$ cat src/depq_pkg.sv
// Shared codes and types for the double-ended priority queue unit.
// No dependencies; used by depq_mem, depq_seq and the top level.
package depq_pkg;

  localparam int DEFAULT_CAPACITY = 256;
  localparam int DEFAULT_KEY_BITS = 32;

  localparam logic [2:0] MODE_LOAD  = 3'd0;
  localparam logic [2:0] MODE_BUILD = 3'd1;
  localparam logic [2:0] MODE_RMIN  = 3'd2;
  localparam logic [2:0] MODE_RMAX  = 3'd3;
  localparam logic [2:0] MODE_DMIN  = 3'd4;
  localparam logic [2:0] MODE_DMAX  = 3'd5;
  localparam logic [2:0] MODE_PEEK  = 3'd6;

  localparam logic [2:0] STAT_OK    = 3'd0;
  localparam logic [2:0] STAT_FULL  = 3'd1;
  localparam logic [2:0] STAT_EMPTY = 3'd2;
  localparam logic [2:0] STAT_NOTB  = 3'd3;
  localparam logic [2:0] STAT_BAD   = 3'd4;

  // write enables of one heap memory: whole entry, or link field only
  typedef struct packed {
    logic full;
    logic link;
  } mem_wr_t;

endpackage

$ cat src/depq_seq.sv
// Sequencer: runs load, build, replace, delete and peek as read-modify-write
// steps on the two heap memories. Depends on depq_pkg.
module depq_seq import depq_pkg::*; #(
  parameter int CAPACITY = DEFAULT_CAPACITY,
  parameter int KEY_BITS = DEFAULT_KEY_BITS,
  parameter int IW       = 8,
  parameter int CW       = 9
) (
  input  logic                clk,
  input  logic                rst,
  input  logic                start,
  output logic                busy,
  input  logic [2:0]          mode,
  input  logic [31:0]         key,
  input  logic [7:0]          tag,
  output logic                done,
  output logic [31:0]         min_key,
  output logic [7:0]          min_tag,
  output logic [31:0]         max_key,
  output logic [7:0]          max_tag,
  output logic [CW-1:0]       count,
  output logic [2:0]          status,
  output mem_wr_t             m0_wr,
  output logic [IW-1:0]       m0_wr_addr,
  output logic [KEY_BITS-1:0] m0_wr_key,
  output logic [7:0]          m0_wr_tag,
  output logic [IW-1:0]       m0_wr_link,
  output mem_wr_t             m1_wr,
  output logic [IW-1:0]       m1_wr_addr,
  output logic [KEY_BITS-1:0] m1_wr_key,
  output logic [7:0]          m1_wr_tag,
  output logic [IW-1:0]       m1_wr_link,
  output logic [IW-1:0]       rd_addr,
  input  logic [KEY_BITS-1:0] m0_rd_key,
  input  logic [7:0]          m0_rd_tag,
  input  logic [IW-1:0]       m0_rd_link,
  input  logic [KEY_BITS-1:0] m1_rd_key,
  input  logic [7:0]          m1_rd_tag,
  input  logic [IW-1:0]       m1_rd_link
);

  localparam int XW = IW + 2;

  localparam logic [4:0] S_IDLE = 5'd0;
  localparam logic [4:0] S_DISP = 5'd1;
  localparam logic [4:0] S_R1   = 5'd2;
  localparam logic [4:0] S_R2   = 5'd3;
  localparam logic [4:0] S_D1   = 5'd4;
  localparam logic [4:0] S_NEXT = 5'd5;
  localparam logic [4:0] S_SDA  = 5'd6;
  localparam logic [4:0] S_SDB  = 5'd7;
  localparam logic [4:0] S_SDC  = 5'd8;
  localparam logic [4:0] S_SDD  = 5'd9;
  localparam logic [4:0] S_SUA  = 5'd10;
  localparam logic [4:0] S_SUB  = 5'd11;
  localparam logic [4:0] S_SUC  = 5'd12;
  localparam logic [4:0] S_X1   = 5'd13;
  localparam logic [4:0] S_X2   = 5'd14;
  localparam logic [4:0] S_RM0  = 5'd15;
  localparam logic [4:0] S_RM1  = 5'd16;
  localparam logic [4:0] S_FIN  = 5'd17;
  localparam logic [4:0] S_OUT  = 5'd18;

  logic [4:0]          state;
  logic [2:0]          op;
  logic [KEY_BITS-1:0] ikey;
  logic [7:0]          itag;
  logic [CW-1:0]       cnt;
  logic                built;
  logic [2:0]          stat;
  logic [2:0]          st;
  logic                hs;        // heap being sifted; the other one gets link fixes
  logic                kind_up;
  logic [IW-1:0]       si, jb, pp, bidx;
  logic [CW-1:0]       nb;
  logic [KEY_BITS-1:0] ea_key, el_key, eb_key;
  logic [7:0]          ea_tag, el_tag, eb_tag;
  logic [IW-1:0]       ea_link, el_link, eb_link;

  logic                rsel, own;
  logic [KEY_BITS-1:0] rk;
  logic [7:0]          rt;
  logic [IW-1:0]       rl;
  logic [CW-1:0]       last;
  logic [XW-1:0]       lx, rx;
  logic [IW-1:0]       pidx;
  logic                lv, rv, pick_l, pick_r;
  logic [KEY_BITS-1:0] b1_key, kin;
  logic [7:0]          b1_tag;
  logic [63+KEY_BITS:0] kin_ext;
  logic [31+KEY_BITS:0] k0_ext, k1_ext;
  logic                show;

  // write port A: full write into heap hs; port B: heap ~hs
  logic                a_en, b_full, b_link;
  logic [IW-1:0]       a_addr, b_addr, a_link, b_lval;
  logic [KEY_BITS-1:0] a_key, b_key;
  logic [7:0]          a_tag, b_tag;

  function automatic logic ranks(input logic mx, input logic [KEY_BITS-1:0] ka,
                                 input logic [7:0] ta, input logic [KEY_BITS-1:0] kb,
                                 input logic [7:0] tb);
    if (ka != kb) return mx ? (ka > kb) : (ka < kb);
    return ta < tb;
  endfunction

  assign kin_ext = {64'b0, key};
  assign kin     = kin_ext[KEY_BITS-1:0];
  assign own     = (op == MODE_RMAX) || (op == MODE_DMAX);
  assign rsel    = (state == S_R2) ? ~hs : hs;
  assign rk      = rsel ? m1_rd_key  : m0_rd_key;
  assign rt      = rsel ? m1_rd_tag  : m0_rd_tag;
  assign rl      = rsel ? m1_rd_link : m0_rd_link;
  assign last    = CW'(cnt - CW'(1));
  assign lx      = {1'b0, si, 1'b1};
  assign rx      = XW'(lx + XW'(1));
  assign pidx    = IW'((si - IW'(1)) >> 1);
  assign lv      = lx < XW'(nb);
  assign rv      = rx < XW'(nb);
  assign pick_l  = lv && ranks(hs, el_key, el_tag, ea_key, ea_tag);
  assign b1_key  = pick_l ? el_key : ea_key;
  assign b1_tag  = pick_l ? el_tag : ea_tag;
  assign pick_r  = rv && ranks(hs, rk, rt, b1_key, b1_tag);

  assign busy    = state != S_IDLE;
  assign done    = state == S_OUT;
  assign show    = built && (cnt != '0);
  assign k0_ext  = {32'b0, m0_rd_key};
  assign k1_ext  = {32'b0, m1_rd_key};
  assign min_key = show ? k0_ext[31:0] : '0;
  assign min_tag = show ? m0_rd_tag : '0;
  assign max_key = show ? k1_ext[31:0] : '0;
  assign max_tag = show ? m1_rd_tag : '0;
  assign count   = cnt;
  assign status  = stat;

  always_comb begin
    a_en = 1'b0; b_full = 1'b0; b_link = 1'b0;
    a_addr = si; a_key = rk; a_tag = rt; a_link = rl;
    b_addr = si; b_key = rk; b_tag = rt; b_lval = si;
    rd_addr = '0;
    unique case (state)
      S_DISP: begin
        if (op == MODE_LOAD && cnt < CW'(CAPACITY)) begin
          a_en = 1'b1; b_full = 1'b1;
          a_addr = IW'(cnt); a_key = ikey; a_tag = itag; a_link = IW'(cnt);
          b_addr = IW'(cnt); b_key = ikey; b_tag = itag; b_lval = IW'(cnt);
        end
      end
      S_R1: begin
        a_en = 1'b1; a_addr = '0; a_key = ikey;
        rd_addr = rl;
      end
      S_R2: begin
        b_full = 1'b1; b_addr = pp; b_key = ikey; b_tag = rt; b_lval = rl;
      end
      S_SDA, S_SUA: rd_addr = si;
      S_SDB: rd_addr = lx[IW-1:0];
      S_SDC: rd_addr = rx[IW-1:0];
      S_SUB: rd_addr = pidx;
      S_RM0: rd_addr = IW'(last);
      S_RM1: begin
        a_en = 1'b1; b_link = 1'b1; b_addr = rl; b_lval = si;
      end
      S_X1: begin
        a_en = 1'b1; a_key = eb_key; a_tag = eb_tag; a_link = eb_link;
        b_link = 1'b1; b_addr = eb_link; b_lval = si;
      end
      S_X2: begin
        a_en = 1'b1; a_addr = jb; a_key = ea_key; a_tag = ea_tag; a_link = ea_link;
        b_link = 1'b1; b_addr = ea_link; b_lval = jb;
      end
      default: ;
    endcase
  end

  always_comb begin
    m0_wr.full = hs ? b_full : a_en;
    m0_wr.link = hs ? b_link : 1'b0;
    m0_wr_addr = hs ? b_addr : a_addr;
    m0_wr_key  = hs ? b_key  : a_key;
    m0_wr_tag  = hs ? b_tag  : a_tag;
    m0_wr_link = hs ? b_lval : a_link;
    m1_wr.full = hs ? a_en   : b_full;
    m1_wr.link = hs ? 1'b0   : b_link;
    m1_wr_addr = hs ? a_addr : b_addr;
    m1_wr_key  = hs ? a_key  : b_key;
    m1_wr_tag  = hs ? a_tag  : b_tag;
    m1_wr_link = hs ? a_link : b_lval;
  end

  always_ff @(posedge clk) begin
    if (rst) begin
      state <= S_IDLE;
      cnt   <= '0;
      built <= 1'b0;
      stat  <= STAT_OK;
    end else begin
      unique case (state)
        S_IDLE: begin
          if (start) begin
            op <= mode; ikey <= kin; itag <= tag;
            state <= S_DISP;
          end
        end
        S_DISP: begin
          stat <= STAT_OK;
          st   <= '0;
          state <= S_FIN;
          if (op == MODE_LOAD) begin
            if (cnt >= CW'(CAPACITY)) begin
              stat <= STAT_FULL;
            end else begin
              cnt   <= CW'(cnt + CW'(1));
              built <= 1'b0;
            end
          end else if (op == MODE_BUILD) begin
            hs    <= 1'b0;
            bidx  <= IW'(cnt >> 1);
            state <= S_NEXT;
          end else if (op > MODE_PEEK) begin
            stat <= STAT_BAD;
          end else if (cnt == '0) begin
            stat <= STAT_EMPTY;
          end else if (!built) begin
            stat <= STAT_NOTB;
          end else if (op != MODE_PEEK) begin
            hs    <= own;
            state <= (op == MODE_RMIN || op == MODE_RMAX) ? S_R1 : S_D1;
          end
        end
        S_R1: begin
          pp    <= rl;
          state <= S_R2;
        end
        S_R2: state <= S_NEXT;
        S_D1: begin
          pp    <= rl;
          state <= S_NEXT;
        end
        S_NEXT: begin
          st <= 3'(st + 3'd1);
          case (op)
            MODE_BUILD: begin
              if (bidx == '0) begin
                if (!hs) begin
                  hs   <= 1'b1;
                  bidx <= IW'(cnt >> 1);
                end else begin
                  built <= 1'b1;
                  state <= S_FIN;
                end
              end else begin
                bidx  <= IW'(bidx - IW'(1));
                si    <= IW'(bidx - IW'(1));
                nb    <= cnt;
                state <= S_SDA;
              end
            end
            MODE_RMIN, MODE_RMAX: begin
              case (st)
                3'd0: begin si <= '0; nb <= cnt; state <= S_SDA; end
                3'd1: begin hs <= ~own; si <= pp; nb <= cnt; state <= S_SDA; end
                3'd2: begin hs <= ~own; si <= pp; state <= S_SUA; end
                default: state <= S_FIN;
              endcase
            end
            default: begin
              // delete: remove from own heap at root, then from other at pp
              case (st)
                3'd0: begin hs <= own; si <= '0; state <= S_RM0; end
                3'd1: begin hs <= own; si <= '0; nb <= last; state <= S_SDA; end
                3'd2: begin hs <= ~own; si <= pp; state <= S_RM0; end
                3'd3: begin hs <= ~own; si <= pp; nb <= last; state <= S_SDA; end
                3'd4: begin
                  hs <= ~own; si <= pp;
                  state <= (CW'(pp) < last) ? S_SUA : S_NEXT;
                end
                default: begin
                  cnt   <= last;
                  state <= S_FIN;
                end
              endcase
            end
          endcase
        end
        S_RM0: state <= (CW'(si) == last) ? S_NEXT : S_RM1;
        S_RM1: state <= S_NEXT;
        S_SDA: begin
          kind_up <= 1'b0;
          state   <= (XW'(si) >= XW'(nb)) ? S_NEXT : S_SDB;
        end
        S_SDB: begin
          ea_key <= rk; ea_tag <= rt; ea_link <= rl;
          state  <= S_SDC;
        end
        S_SDC: begin
          el_key <= rk; el_tag <= rt; el_link <= rl;
          state  <= S_SDD;
        end
        S_SDD: begin
          if (pick_r) begin
            eb_key <= rk; eb_tag <= rt; eb_link <= rl;
            jb <= rx[IW-1:0];
            state <= S_X1;
          end else if (pick_l) begin
            eb_key <= el_key; eb_tag <= el_tag; eb_link <= el_link;
            jb <= lx[IW-1:0];
            state <= S_X1;
          end else begin
            state <= S_NEXT;
          end
        end
        S_SUA: begin
          kind_up <= 1'b1;
          state   <= (si == '0) ? S_NEXT : S_SUB;
        end
        S_SUB: begin
          ea_key <= rk; ea_tag <= rt; ea_link <= rl;
          state  <= S_SUC;
        end
        S_SUC: begin
          if (ranks(hs, ea_key, ea_tag, rk, rt)) begin
            eb_key <= rk; eb_tag <= rt; eb_link <= rl;
            jb <= pidx;
            state <= S_X1;
          end else begin
            state <= S_NEXT;
          end
        end
        S_X1: state <= S_X2;
        S_X2: begin
          si    <= jb;
          state <= kind_up ? S_SUA : S_SDA;
        end
        S_FIN: state <= S_OUT;
        S_OUT: state <= S_IDLE;
        default: state <= S_IDLE;
      endcase
    end
  end

endmodule

$ cat config.mk
export PLATFORM = sky130hd
export DESIGN_NAME = depq_seq
export DESIGN_NICKNAME = d
export VERILOG_FILES = /design/src/depq_pkg.sv /design/src/depq_seq.sv
export SDC_FILE = /design/constraint.sdc
export NUM_CORES = 1
export LEC_CHECK = 0
export ABC_CLOCK_PERIOD_IN_PS = 7800
export BUFFER_PORTS_ARGS = -buffer_cell sky130_fd_sc_hd__buf_4
export CORE_ASPECT_RATIO = 0.5
export CORE_MARGIN = 1.5
export CORE_UTILIZATION = 35
export CTS_BUF_LIST = sky130_fd_sc_hd__clkbuf_4
export DETAILED_ROUTE_END_ITERATION = 10
export SYNTH_ARGS = -nofsm -noshare
export SYNTH_HDL_FRONTEND = slang
export SYNTH_SLANG_ARGS = --single-unit
$ cat constraint.sdc
create_clock -name clk -period 7.8 [get_ports clk]
set_input_delay 2.34 -clock clk [delete_from_list [all_inputs] [get_ports clk]]
set_output_delay 2.34 -clock clk [all_outputs]
set_load 0.02 [all_outputs]
=== After elaboration in Yosys (flattened, before gate mapping) ===
Index checks and enable logic that the tools add are counted.

* Memories: 0
* Bits in writable memories: 0
* Bits in latches: 0
* Bits of input ports: 142
* Word-level logic and storage cells: 290
* Bits in read-only memories: 0
* Flip-flop bits (word level): 251
* Output and inout bits: 218

* Order comparisons: 16
* $mul: 0
* Multiplexer cells: 138
* Div/mod/pow operators: 0
* Reduce and logical (&&, ||, !) cells: 47
* Add/sub/neg operators: 6
* Bitwise operators: 3
* Shift-type cells: 0
* Eq/ne operators: 56

{| class="wikitable"
|+ Operator list
! operator !! number
|-
| $mux 32 || 10
|-
| $mux 8 || 30
|-
| $pmux 32 s2 || 2
|-
| $pmux 32 s4 || 1
|-
| $pmux 8 s2 || 8
|-
| $gt 32x32->1 || 3
|-
| $lt 32x32->1 || 3
|-
| $ne 32x32->1 || 3
|-
| $pmux 8 s3 || 4
|-
| $pmux 5 s16 || 1
|-
| $mux 9 || 7
|-
| $mux 5 || 10
|-
| $pmux 8 s6 || 1
|-
| $eq 5x4->1 const B || 8
|-
| $pmux 8 s5 || 1
|-
| $mux 1 || 37
|-
| $pmux 9 s2 || 2
|-
| $ne 3x3->1 const B || 10
|-
| $ne 2x2->1 const B || 13
|-
| $lt 8x8->1 || 3
|-
| $mux 4 || 6
|-
| $eq 5x3->1 const B || 4
|-
| $pmux 5 s2 || 2
|-
| $logic_not 8->1 || 2
|-
| other kinds (46) || 95
|}

=== Logic depth before layout (Yosys ltp) ===
* Depth after elaboration: 13
* Depth in mapped cells: 27

=== Least setup slack after synthesis ===
No wires, ideal clock.

* Kind: in2reg
* Start point: input m0_rd_key[3]
* End point: register eb_key[0], enable pin
* Library setup time: 0.470 ns
* Required time: 7.330 ns
* Cell stages on the path: 12
* Path buffers: 0
* Setup slack: 0.543 ns
* Arrival: 6.786 ns
* Cell sequence: mux2i_1 -> inv_1 -> ha_1 -> a21o_1 -> a2111oi_0 -> o21ai_0 -> a211oi_1 -> mux2_2 -> nand2_1 -> o21bai_1 -> a311oi_1 -> nor2_1

* Longest elaborated chain between the ends: 10

{| class="wikitable"
|+ Ends and longest elaborated chain
! element !! RTL line !! text
|-
| start: declaration || depq_seq.sv:34 || <nowiki>input logic [KEY_BITS-1:0] m0_rd_key,</nowiki>
|-
| $mux 32 * || depq_seq.sv:111 || <nowiki>assign rk = rsel ? m1_rd_key : m0_rd_key;</nowiki>
|-
| named net rk[3] || depq_seq.sv:81 || <nowiki>logic [KEY_BITS-1:0] rk;</nowiki>
|-
| parallel branches: the longest is 8 deep, another holds $lt 32x32->1 || n/a ||
|-
| $reduce_and 4->1 (no line) * || n/a ||
|-
| end signal: assignment || depq_seq.sv:303 || <nowiki>eb_key <= rk; eb_tag <= rt; eb_link <= rl;</nowiki>
|-
| end signal: assignment || depq_seq.sv:307 || <nowiki>eb_key <= el_key; eb_tag <= el_tag; eb_link <= el_link;</nowiki>
|-
| end signal: assignment || depq_seq.sv:324 || <nowiki>eb_key <= rk; eb_tag <= rt; eb_link <= rl;</nowiki>
|-
| end: declaration || depq_seq.sv:76 || <nowiki>logic [KEY_BITS-1:0] ea_key, el_key, eb_key;</nowiki>
|}

Mark *: on every way through the listed nets, which the timed path passes. The select of a mux whose other input is x is not followed.
A chain may end at the register's enable or synchronous reset.

=== Worst setup path in the final report ===
* Start point: register ea_key[19]
* End point: register jb[3], enable pin

* Longest elaborated chain between the ends: 13

{| class="wikitable"
|+ Ends and longest elaborated chain
! element !! RTL line !! text
|-
| start: declaration || depq_seq.sv:76 ||
|-
| start signal: assignment || depq_seq.sv:294 || <nowiki>ea_key <= rk; ea_tag <= rt; ea_link <= rl;</nowiki>
|-
| start signal: assignment || depq_seq.sv:319 || <nowiki>ea_key <= rk; ea_tag <= rt; ea_link <= rl;</nowiki>
|-
| $lt 32x32->1 / $gt 32x32->1 (equally long branches) || depq_seq.sv:103 || <nowiki>if (ka != kb) return mx ? (ka > kb) : (ka < kb);</nowiki>
|-
| $mux 1 (2 in series) || depq_seq.sv:103 ||
|-
| $mux 1 || depq_seq.sv:104 || <nowiki>return ta < tb;</nowiki>
|-
| $logic_and 1x1->1 || depq_seq.sv:120 || <nowiki>assign pick_l = lv && ranks(hs, el_key, el_tag, ea_key, ea_tag);</nowiki>
|-
| $mux 32 || depq_seq.sv:121 || <nowiki>assign b1_key = pick_l ? el_key : ea_key;</nowiki>
|-
| $lt 32x32->1 / $gt 32x32->1 (equally long branches) || depq_seq.sv:103 ||
|-
| $mux 1 (2 in series) || depq_seq.sv:103 ||
|-
| $mux 1 || depq_seq.sv:104 ||
|-
| $logic_and 1x1->1 || depq_seq.sv:123 || <nowiki>assign pick_r = rv && ranks(hs, rk, rt, b1_key, b1_tag);</nowiki>
|-
| $ne 3x3->1 (no line) || n/a ||
|-
| $reduce_and 4->1 (no line) * || n/a ||
|-
| end signal: assignment || depq_seq.sv:304 || <nowiki>jb <= rx[IW-1:0];</nowiki>
|-
| end signal: assignment || depq_seq.sv:308 || <nowiki>jb <= lx[IW-1:0];</nowiki>
|-
| end signal: assignment || depq_seq.sv:325 || <nowiki>jb <= pidx;</nowiki>
|-
| end: declaration || depq_seq.sv:74 || <nowiki>logic [IW-1:0] si, jb, pp, bidx;</nowiki>
|}

Mark *: on every way between the ends. The rest lies on a longest branch, timed or not. The select of a mux whose other input is x is not followed.

==> reports/results.txt <==
status -> finished, final reports clean
antenna violations before repair -> 2
cell internal pwr -> 3.50 mW
Setup violations, final -> 0
Tot GR Track Use -> 24.0%
Area Overhead vs Synth -> 22.5%
setup repair bufs after CTS -> 0
worst-case clock buffer depth -> 3
Worst VDD drop -> 0.000157 V
Num Clock Sinks -> 251
Via density -> 5.64
routed len/inst -> 21.8 um
WHS -> 0.459 ns
WP data required -> 8.32 ns
top area cells in the synthesized netlist -> edfxtp_1, ha_1, o21ai_0, a21oi_1, nor2_1
clock-pin slew on the worst setup and hold paths -> 0.08 ns
total number of vias -> 17900
Hold WC Path Type -> reg2reg
min cycle time layout -> 7.16 ns
Fin Clk Skew -> 0.0533 ns
first-pass GRT wire length -> 103 mm
Post-synth top flop -> edfxtp_1
starting density of the core -> 35.4%
R2R Path End -> jb[3]
crit path kind -> reg2reg
CTS tree -> done
# resized after CTS -> 0
synth cell count leaders -> edfxtp_1, nor2_1, o21ai_0, nand2_1, a21oi_1
# fillers -> 5260
chip height -> 168 um
PD cells -> 279 nW/um^2
Multi-input gate area -> 10700 um^2
Die X-Extent -> 332 um
final worst slack -> 0.637 ns
Mapped Avg Cell Area -> 9.09 um^2
Mapped Cells -> 2089
Slew HR -> 20.7%
DP Wirelength -> 52.1 mm
Logic pwr share -> 54.7%
Placement Setup Slack -> 0.601 ns
switching part of the total power -> 46.1%
setup TNS -> 0 ns
Final nets -> 2715
Worst R2R Setup Slack -> 0.64 ns
CTS HTree Levels -> 2
RSZ-0062 raised after global routing -> false
std cell rows -> 60
yosys synthesis warning count -> 0
die area -> 55800 um^2
Yosys top cell area share -> 36.8%
CP max FO -> 51
Total Wirelength -> 69.2 mm
largest area contributor in the netlist -> edfxtp_1
worst setup path endpoint -> jb[3]
Leak Pwr -> 10.2 nW
Post-synth EDFFs -> 233
Initial DRC Count -> 1965
Remaining DRCs -> 0
ratio of final minimum period to clock period -> 91.8%
syn nets -> 2391
DRT Pass-1 Iters -> 7
post-synthesis sequential area ratio -> 38.7%
Util after Layout -> 43.4%
largest net degree at the start of global routing -> 92
Port Buf Inserts -> 359
Max-Cap Viols -> 0
Clock power frac -> 18.7%
vias in the first global route -> 16900
max-slew violation count -> 0
Fmax -> 140 MHz
gr ovfl total -> 0
CP endpoint kind -> flop
remaining antenna violation count -> 0
sw power -> 3.00 mW
number of hold buffers added after cts -> 0
Synth Cell Area -> 19000 um^2
placed insts -> 3063
Netlist cell types -> 74
most numerous cell in the Yosys netlist -> edfxtp_1
total CTS buffers -> 61
Top Ports -> 360
Worst Setup SP -> ea_key[19]
final hold violations -> 0
crit path DAT -> 7.68 ns
Finished Layout Cells -> 3171
crit path launch type -> flop
R2R Path Start -> ea_key[19]
clk_lat worst skew -> 0.81 ns
sequential share of power -> 26.6%
#FFs+latches synth -> 251
placer congestion estimate -> 0.924
R2R depth -> 23
Root Buffer -> clkbuf_4
Worst-Margin Slew -> 1.19 ns
Post-synth ARST share -> 0%
Reg area -> 7360 um^2
Core Area -> 53700 um^2
share of cells above drive strength 1 -> 24.0%
-- through the flow --
| step | area (um^2) | power [mW] |
|---|---|---|
| floorplan | 19000 | 3.94 |
| finish | 23300 | 6.50 |
| detailed placement | 22500 | 5.29 |
| CTS | 23300 | 6.52 |
| global route | 23300 | 6.90 |
| global placement | 22500 | 5.26 |
-- routing by layer --
metal	share of wire, %	wire length [um]	vias to the layer above	track usage, %
li1	-	-	8460	-
met1	43	29600	8630	31.6
met2	47	32500	660	39.3
met3	7.1	4920	129	4.91
met4	3.1	2150	2	7.92
met5	0.017	12	-	0
-- final cells by class --
class	instances	area share, %
multi-input cells	1583	45.9
flip-flops and latches	251	31.6
repair buffers	408	13.4
well taps	713	3.83
clock buffers	79	2.55
inverters	108	1.74
clock inverters	27	0.957
diodes	2	0.0215
-- flip-flops by register name (all words and copies together) (netlist names), 9 cells and up --
signal  cells
eb_key     32
ea_key     32
ikey       32
nb          9
el_key     32
count       9
-- cells in the final DEF (no fill, tap or decap), drive strengths merged, types with 4 or more instances in the layout --
cell       n
nor3      30
mux2      63
buf      408
a222oi    43
dfxtp     18
bufinv     4
edfxtp   233
clkinv    22
o2111ai    6
o211ai     9
nand4     23
clkbuf    79
a21oi    187
inv      108
a22oi     18
or2        4
or3        6
nor3b      5
a31oi     21
and3      94
xor2      27
and2       5
o22ai      5
o221ai     4
o21ai    198
xnor2     23
a21o      25
nand3     35
a211oi    14
nor2     213
a221oi    18
ha       160
nand2    189
nor4      10
mux2i     72
nor2b     13
a221o      9
nand2b    11
-- how the worst min path moves through the flow --
stage                      to  cells past startpoint  startpoint
CTS                 status[1]                      2   status[1]
finish              status[1]                      2   status[1]
global route        status[1]                      2   status[1]
detailed placement  status[1]                      2   status[1]
floorplan               si[0]                      2       jb[0]
global placement    status[1]                      2   status[1]
-- power by group through the flow --
stage / registers [mW] / clock network (mW) / logic, mW
3_3_place_gp: 1.76 / 0 / 3.51
3_5_place_dp: 1.76 / 0 / 3.53
2_1_floorplan: 1.70 / 0 / 2.24
5_1_grt: 1.74 / 1.32 / 3.84
6_report: 1.73 / 1.22 / 3.56
4_1_cts: 1.73 / 1.25 / 3.54
-- critical path: stages, from the launching register on --
cell and delay [ns]:
edfxtp_1 0.42, inv_1 0.10, ha_1 0.25, a21oi_1 0.12
o21ai_0 0.12, a221oi_1 0.53, o31ai_1 0.14, or3_1 0.35
a21oi_1 0.20, or2_2 0.76, nor2_1 0.08, a21oi_1 0.16
ha_1 0.27, a21o_1 0.15, a2111oi_0 0.59, o21ai_0 0.21
a211oi_1 0.58, mux2_2 0.41, nand2_1 0.06, buf_4 0.21
o21bai_1 0.10, a311oi_1 0.54, nor2_4 0.26, buf_12 0.25
-- kinds of logic after synthesis --
kind of cell    Yosys count  share of synthesized area, %
compound gates          588                          19.1
xor+xnor                 50                          2.31
fa+ha+maj               160                          10.5
buf+inv                 255                          5.45
flops                   251                          38.7
mux                     135                          7.95
simple gates            650                          15.9
Power figures use the tool's default switching activity.
